`config.mk`:
```
export PLATFORM = sky130hd
export DESIGN_NAME = fct_cell
export DESIGN_NICKNAME = d
export VERILOG_FILES = /design/src/sv/fct_pkg.sv /design/src/sv/fct_cell.sv
export SDC_FILE = /design/constraint.sdc
export NUM_CORES = 2
export LEC_CHECK = 0
export BUFFER_PORTS_ARGS = -buffer_cell sky130_fd_sc_hd__buf_2
export CORE_MARGIN = 1
export CORE_UTILIZATION = 55
export DETAILED_ROUTE_END_ITERATION = 16
export GPL_TIMING_DRIVEN = 0
export PLACE_DENSITY = 0.85
export SETUP_SLACK_MARGIN = 0.1
export SYNTH_ARGS = -nofsm -noshare
export SYNTH_HDL_FRONTEND = slang
export SYNTH_SLANG_ARGS = --single-unit
```
`constraint.sdc`:
```
create_clock -name clock -period 8.15 [get_ports clock]
set_input_delay 0.4075 -clock clock [delete_from_list [all_inputs] [get_ports clock]]
set_output_delay 0.4075 -clock clock [all_outputs]
set_load 0.01 [all_outputs]
```
`src/sv/fct_pkg.sv`:
```
// ----------------------------------------------------------------------------
// fct_pkg: shared definitions for the frustum cull tester
// Field widths, plane register packing, test kinds and chain control struct.
// ----------------------------------------------------------------------------
package fct_pkg;

   // Plane register packing
   localparam int PLANE_BITS     = 64;
   localparam int NORMAL_BITS    = 14;
   localparam int NORMAL_FRAC    = 12;
   localparam int OFFSET_BITS    = 22;
   localparam int NX_LSB         = 0;
   localparam int NY_LSB         = 14;
   localparam int NZ_LSB         = 28;
   localparam int OFFSET_LSB     = 42;

   // Item fields
   localparam int FUNC_BITS      = 2;
   localparam int HALF_BITS      = 15;

   // Configuration port
   localparam int MAX_PLANES     = 6;
   localparam int CSR_INDEX_BITS = 3;

   // Parameter defaults
   localparam int DEFAULT_NUM_PLANES = 6;
   localparam int DEFAULT_COORD_BITS = 16;

   typedef enum logic [FUNC_BITS-1:0] {
      FUNC_POINT  = 2'd0,
      FUNC_CUBE   = 2'd1,
      FUNC_SPHERE = 2'd2,
      FUNC_BOX    = 2'd3
   } func_type;

   // Control word that travels along the cell chain with each object
   typedef struct packed {
      logic valid;
      logic visible;
   } ctrl_type;

endpackage

```
`src/sv/fct_cell.sv`:
```
// ----------------------------------------------------------------------------
// fct_cell: one plane test cell of the cull chain
// Picks the corner farthest along the plane normal, forms the scaled
// distance over two register stages and clears the visible flag on a cull.
// ----------------------------------------------------------------------------
module fct_cell
   import fct_pkg::*;
#(
   parameter int COORD_BITS = DEFAULT_COORD_BITS
) (
   input  logic                         clock,
   input  logic                         reset,
   input  logic [PLANE_BITS-1:0]        plane,
   input  ctrl_type                     in_ctrl,
   input  logic signed [COORD_BITS-1:0] in_cx,
   input  logic signed [COORD_BITS-1:0] in_cy,
   input  logic signed [COORD_BITS-1:0] in_cz,
   input  logic [HALF_BITS-1:0]         in_hx,
   input  logic [HALF_BITS-1:0]         in_hy,
   input  logic [HALF_BITS-1:0]         in_hz,
   input  logic [HALF_BITS-1:0]         in_rs,
   output ctrl_type                     out_ctrl,
   output logic signed [COORD_BITS-1:0] out_cx,
   output logic signed [COORD_BITS-1:0] out_cy,
   output logic signed [COORD_BITS-1:0] out_cz,
   output logic [HALF_BITS-1:0]         out_hx,
   output logic [HALF_BITS-1:0]         out_hy,
   output logic [HALF_BITS-1:0]         out_hz,
   output logic [HALF_BITS-1:0]         out_rs
);

   // Corner, product, offset and sum widths
   localparam int CW = ((COORD_BITS > HALF_BITS + 1) ? COORD_BITS : HALF_BITS + 1) + 1;
   localparam int PW = NORMAL_BITS + CW;
   localparam int OW = OFFSET_BITS + 1;
   localparam int SW = ((PW > OW + NORMAL_FRAC) ? PW : OW + NORMAL_FRAC) + 2;

   // Unpack the plane
   logic signed [NORMAL_BITS-1:0] nx, ny, nz;
   logic signed [OFFSET_BITS-1:0] d;

   assign nx = signed'(plane[NX_LSB +: NORMAL_BITS]);
   assign ny = signed'(plane[NY_LSB +: NORMAL_BITS]);
   assign nz = signed'(plane[NZ_LSB +: NORMAL_BITS]);
   assign d  = signed'(plane[OFFSET_LSB +: OFFSET_BITS]);

   // Stage A: far corner and products
   logic signed [CW-1:0] corner_x, corner_y, corner_z;
   logic signed [PW-1:0] prod_x_in, prod_y_in, prod_z_in;
   logic signed [PW-1:0] prod_x_ff, prod_y_ff, prod_z_ff;
   logic signed [OW-1:0] offset_in, offset_ff;
   ctrl_type             ctrl_a_ff;

   logic signed [COORD_BITS-1:0] cx_a_ff, cy_a_ff, cz_a_ff;
   logic [HALF_BITS-1:0]         hx_a_ff, hy_a_ff, hz_a_ff, rs_a_ff;

   always_comb begin
      corner_x = nx[NORMAL_BITS-1] ? CW'(in_cx) - signed'(CW'(in_hx))
                                   : CW'(in_cx) + signed'(CW'(in_hx));
      corner_y = ny[NORMAL_BITS-1] ? CW'(in_cy) - signed'(CW'(in_hy))
                                   : CW'(in_cy) + signed'(CW'(in_hy));
      corner_z = nz[NORMAL_BITS-1] ? CW'(in_cz) - signed'(CW'(in_hz))
                                   : CW'(in_cz) + signed'(CW'(in_hz));
      prod_x_in = PW'(nx) * PW'(corner_x);
      prod_y_in = PW'(ny) * PW'(corner_y);
      prod_z_in = PW'(nz) * PW'(corner_z);
      // Sphere slack folds into the plane offset
      offset_in = OW'(d) + signed'(OW'(in_rs));
   end

   always_ff @(posedge clock) begin
      if (reset) begin
         ctrl_a_ff <= '0;
      end else begin
         ctrl_a_ff <= in_ctrl;
      end
      prod_x_ff <= prod_x_in;
      prod_y_ff <= prod_y_in;
      prod_z_ff <= prod_z_in;
      offset_ff <= offset_in;
      cx_a_ff   <= in_cx;
      cy_a_ff   <= in_cy;
      cz_a_ff   <= in_cz;
      hx_a_ff   <= in_hx;
      hy_a_ff   <= in_hy;
      hz_a_ff   <= in_hz;
      rs_a_ff   <= in_rs;
   end

   // Stage B: sum and sign test
   logic signed [SW-1:0] plane_dist;
   ctrl_type             ctrl_b_in, ctrl_b_ff;

   always_comb begin
      plane_dist = SW'(prod_x_ff) + SW'(prod_y_ff) + SW'(prod_z_ff)
                 + (SW'(offset_ff) <<< NORMAL_FRAC);
      ctrl_b_in         = ctrl_a_ff;
      ctrl_b_in.visible = ctrl_a_ff.visible & ~plane_dist[SW-1];
   end

   always_ff @(posedge clock) begin
      if (reset) begin
         ctrl_b_ff <= '0;
      end else begin
         ctrl_b_ff <= ctrl_b_in;
      end
      out_cx <= cx_a_ff;
      out_cy <= cy_a_ff;
      out_cz <= cz_a_ff;
      out_hx <= hx_a_ff;
      out_hy <= hy_a_ff;
      out_hz <= hz_a_ff;
      out_rs <= rs_a_ff;
   end

   assign out_ctrl = ctrl_b_ff;

   // Checks
   a_valid_flows : assert property (@(posedge clock) disable iff (reset)
      in_ctrl.valid |-> ##2 out_ctrl.valid)
      else $error("fct_cell: object lost in cell");

   a_no_invent : assert property (@(posedge clock) disable iff (reset)
      out_ctrl.valid |-> $past(in_ctrl.valid, 2))
      else $error("fct_cell: object appeared without a transfer");

   a_only_clears : assert property (@(posedge clock) disable iff (reset)
      (out_ctrl.valid && out_ctrl.visible) |-> $past(in_ctrl.visible, 2))
      else $error("fct_cell: visible flag set by a cell");

   a_zero_plane : assert property (@(posedge clock) disable iff (reset)
      (in_ctrl.valid && in_ctrl.visible && plane == '0) |-> ##2 out_ctrl.visible)
      else $error("fct_cell: all-zero plane culled an object");

endmodule

```
Yosys cells after proc, flatten, opt, wreduce, memory -nomap -nowiden
Cells that the tools add are included.
{ "word_totals": {"reg_bits": 336, "input_bits": 176, "out_inout_bits": 110, "wordCells": 40} }
{ "classes": {"n_addsub": 10, "mul": 3, "muxes": 3, "bitwise": 2} }
{ "ops": {"columns": ["op", "count"], "rows": [
  ["$mul A14 B17 Y31", 3],
  ["$add A16 B16 Y17", 3],
  ["$mux W17", 3],
  ["$sub A16 B16 Y17", 3],
  ["$add A33 B35 Y36", 1],
  ["$add A32 B31 Y33", 1],
  ["$add A31 B31 Y32", 1],
  ["$add A22 B16 Y23", 1],
  ["$and A1 B1 Y1", 1],
  ["$not A1 Y1", 1]
]} }

Longest topological paths before layout
{ "depth": {"depth_word": 5, "ltp_mapped": 38, "ltp_nobuf": 37} }

Least setup slack after synthesis
Ideal clock, no wire load.
{ "synth_timing": {"path_kind": "input port to flip-flop", "from": "in in_hz[1]", "to": "reg prod_z_ff[30]", "setup_ns": 0.072, "arrival_ns": 8.567, "required_time_ns": 8.078, "setup_slack_ns": -0.489, "cell_stages": 33, "n_path_buf": 1, "path_cell_list": "nor3_1 -> nand3_1 -> nor3_1 -> nor3b_1 -> nor2_1 -> xnor2_1 -> ha_1 -> and3_1 -> a21oi_1 -> o21ai_0 -> or4_1 -> a31o_2 -> a21oi_1 -> xnor2_1 -> clkbuf_1 -> nand2_1 -> fa_1 -> inv_1 -> fa_1 -> inv_1 -> fa_1 -> fa_1 -> fa_1 -> fa_1 -> inv_1 -> ha_1 -> and2_1 -> a22o_1 -> a31oi_1 -> a31oi_1 -> a221o_1 -> a21oi_1 -> xnor2_1"} }
{ "synth_via": {"elab_chain_len": 3} }
{ "synth_lines": {"columns": ["element", "line_no", "text"], "rows": [
  ["from (decl)", "fct_cell.sv:20", "input logic [HALF_BITS-1:0] in_hz,"],
  ["$add A16 B16 Y17 / $sub A16 B16 Y17 (equally long branches)", "fct_cell.sv:63, fct_cell.sv:62", null],
  ["$mux W17 (*)", "fct_cell.sv:62", "corner_z = nz[NORMAL_BITS-1] ? CW'(in_cz) - signed'(CW'(in_hz))"],
  ["$mul A14 B17 Y31 (*)", "fct_cell.sv:66", "prod_z_in = PW'(nz) * PW'(corner_z);"],
  ["net prod_z_in[30]", "fct_cell.sv:49", "logic signed [PW-1:0] prod_x_in, prod_y_in, prod_z_in;"],
  ["to (signal assigned)", "fct_cell.sv:79", "prod_z_ff <= prod_z_in;"],
  ["to (decl)", "fct_cell.sv:50", "logic signed [PW-1:0] prod_x_ff, prod_y_ff, prod_z_ff;"]
]} }
The timed path passes the listed nets; every way through them passes the cells marked *.
A chain may end at the register's enable or synchronous reset.

Final worst setup path
{ "layout_timing": {"from": "in in_hx[4]", "to": "reg prod_x_ff[29]"} }
{ "layout_via": {"elab_chain_len": 3} }
{ "layout_lines": {"columns": ["element", "line_no", "text"], "rows": [
  ["from (decl)", "fct_cell.sv:18", "input logic [HALF_BITS-1:0] in_hx,"],
  ["$add A16 B16 Y17 / $sub A16 B16 Y17 (equally long branches)", "fct_cell.sv:59, fct_cell.sv:58", null],
  ["$mux W17 (*)", "fct_cell.sv:58", "corner_x = nx[NORMAL_BITS-1] ? CW'(in_cx) - signed'(CW'(in_hx))"],
  ["$mul A14 B17 Y31 (*)", "fct_cell.sv:64", "prod_x_in = PW'(nx) * PW'(corner_x);"],
  ["net prod_x_in[29]", "fct_cell.sv:49", null],
  ["to (signal assigned)", "fct_cell.sv:77", "prod_x_ff <= prod_x_in;"],
  ["to (decl)", "fct_cell.sv:50", null]
]} }
Marks and branches as above.

==> summary.txt <==
Flop2flop setup slack: 4.04 ns
# H-tree levels: 2
Setup crit start kind: input pin
Pin count of the biggest net entering global routing: 15
Layout Nets: 5792
Reg2reg end: out_ctrl[0]
Most frequent CP cell: fa_1
Crit end category: flop
Vias per Instance: 5.76
Period utilisation layout: 109%
Max-slew violations: 0
Setup CP Type: input pin to flop
Wire length per cell: 21.7 um
Num CTS Buffers: 40
Post-DRT Antenna Nets: 0
Synth warn: 0
Clock Latency Late Sink: 0.60 ns
Port Buffers: 272
Die height: 268 um
Yosys top cell area share: 38.4%
Post-Layout Inst Area: 47300 um^2
Worst Hold Launch: in_hx[8]
Critical path's largest stage delay: 0.53 ns
Cells after synthesis: 3992
Req. time, crit path: 8.59 ns
Worst Hold Path EP: hx_a_ff[8]
Slew @ Worst Pin: 0.864 ns
Reg2reg start: prod_x_ff[4]
First-pass GRT wire length: 168 mm
Die W: 268 um
Final Hold Vio Count: 0
RSZ-0062 raised after global routing: true
GPL Wtd Cong: 0.947
GRT Util Overall: 30.0%
Arr. time, crit path: 9.32 ns
Tmin final: 8.88 ns
Slew HR: 41.8%
DIE AREA: 71900 um^2
Worst-path maximum fanout: 6
Syn_area_per_cell: 9.76 um^2
Vias in the first global route: 33100
Area contributors post-synth: fa_1 (38%), dfxtp_1 (17%), ha_1 (11%)
Layout area overhead: 21.3%
FFs w/ async S/R, synth: 0%
CTS Buffer Depth: 3
Failing checks: negative setup slack
Worst Slack Setup Final: -0.733 ns
Hold crit path type: input pin to flop
Boundary pin count: 286
Main synth FF type: dfxtp_1
Max Clock Freq: 0.113 GHz
CTS tree: built
Dpl hpwl: 77.3 mm
Core area: 70000 um^2
Yosys reg bits: 336
Number of synthesized flops with an enable pin: 0
# Max-Cap Violations: 0
Most common cell in the synthesized netlist: inv_1
Final WL: 120 mm
Netlist cell types: 67
DRT Pass-1 Iters: 12
Cell Area, Placed: 41700 um^2
Register area share after synthesis: 17.3%
DRT iter0 DRCs: 3130
Status: finished with violations
DRC violations left: 0
Synth top cells by count: inv_1 (806), fa_1 (747), nand2_1 (382)
# setup viols final: 21
CTS clk-pin slew, worst paths: 0.06 ns
Setup TNS Final: -7.38 ns
Crit path from: in_hx[4]
FP Rows: 97
Clock sink count: 336
Cell area after synthesis: 39000 um^2
R2R depth: 12
Via count: 31800
Share of cells above drive strength 1: 18.5%
Mapped Nets: 5244
Gr ovfl total: 0
Layout Skew: 0.0251 ns
Hold Crit Depth: 1
Post-Place Setup Slack: -1.66 ns
Initial antenna violation count: 13
Post-synth top area cell: fa_1
CTS Root Cell: clkbuf_16
Initial cell density of the core: 55.7%
Slowest CP cell: fa_1
[cell usage in the layout, fill, tap and decap left out, types with 10 or more instances in the layout]
master / count
and2_4: 13
clkbuf_8: 16
diode_2: 13
nor2b_1: 85
ha_1: 281
ha_4: 29
or2_2: 10
o211ai_1: 14
dfxtp_1: 336
xnor2_2: 28
a21oi_1: 80
fa_1: 736
buf_2: 265
ha_2: 19
inv_2: 23
dlygate4sd3_1: 91
a21o_1: 51
and2_1: 287
fa_2: 11
buf_4: 138
xnor2_1: 142
clkbuf_16: 41
o21a_1: 29
nand2b_1: 32
xor2_1: 25
nor3_1: 24
a21oi_2: 40
a211oi_1: 13
clkbuf_1: 69
nand3_1: 20
nand2_1: 371
o21ai_1: 12
o21ai_0: 46
inv_1: 778
o21ai_2: 11
and3_1: 11
nor2_1: 115
clkbuf_2: 13
buf_6: 20
[kinds of logic after synthesis]
kind of cell / share of synthesized area (%)
AO/OA/AOI/OAI: 6.45
XOR/XNOR: 4.70
adder cells (fa/ha/maj): 49.0
buffers and inverters: 8.88
flip-flops: 17.3
multiplexers: 0.177
AND/OR/NAND/NOR: 13.6
[worst max-delay path, delay by kind of cell]
family / cells / cell delay [ns]
simple gates: 8 / 1.94
fa+ha+maj: 8 / 3.60
xor+xnor: 3 / 0.70
compound gates: 8 / 1.83
buf+inv: 8 / 0.80
[area by class of cell]
cell class | instances | area, um^2
Antenna cell | 13 | 32.5
Clock buffer | 51 | 1100
Multi-Input combinational cell | 2736 | 30700
Clock inverter | 21 | 272
Tap cell | 940 | 1180
Inverter | 806 | 3040
Fill cell | 4471 | 22800
Timing Repair Buffer | 507 | 3500
Buffer | 113 | 703
Sequential cell | 336 | 6730
[timing repair]
item / 4_1_cts / 5_1_grt
hold buffers: 92 / 1
setup buffers: 71 / 70
endpoints found under the hold margin: 92 / 1
endpoints found under the setup margin: 43 / 39
pin swaps: 112 / 186
cloned: 0 / 1
resized for setup: 236 / 292
[layer usage]
metal,wire (um),up-vias,share of wire [%],track usage (%)
met5,95,-,0.079,0
met4,10200,6,8.5,16.8
met3,13600,780,11,6.41
met2,56100,2262,47,50.2
met1,40100,15500,33,35.9
li1,-,13300,-,-
[worst max path at each step]
stage	to	slack [ns]
6_report	prod_x_ff[29]	-0.73
5_1_grt	prod_x_ff[30]	-0.85
4_1_cts	prod_x_ff[30]	-0.14
3_5_place_dp	prod_x_ff[30]	-1.66
3_3_place_gp	prod_x_ff[29]	-1.39
2_1_floorplan	prod_z_ff[30]	0.007
[stage by stage]
step | utilization (%) | hold WS, ns | cells
after floorplan | - | 0.310 | 3992
after global placement | 59.6 | 0.310 | 5204
after detailed placement | 59.6 | 0.312 | 5204
after CTS | 65.1 | 0.00757 | 5439
after global routing | 67.5 | 0.00274 | 5519
final | 67.5 | 0.0152 | 5523
[sequential cells by signal (all words and copies together) (netlist names), 16 cells and up]
signal	count
cy_a_ff	16
offset_ff	23
out_cy	16
cx_a_ff	16
out_cz	16
out_cx	16
prod_z_ff	31
cz_a_ff	16
prod_x_ff	31
prod_y_ff	31
Power is left out: the tool's default activity adds up to more than one toggle a clock period on the data nets, which glitch-free logic cannot reach.
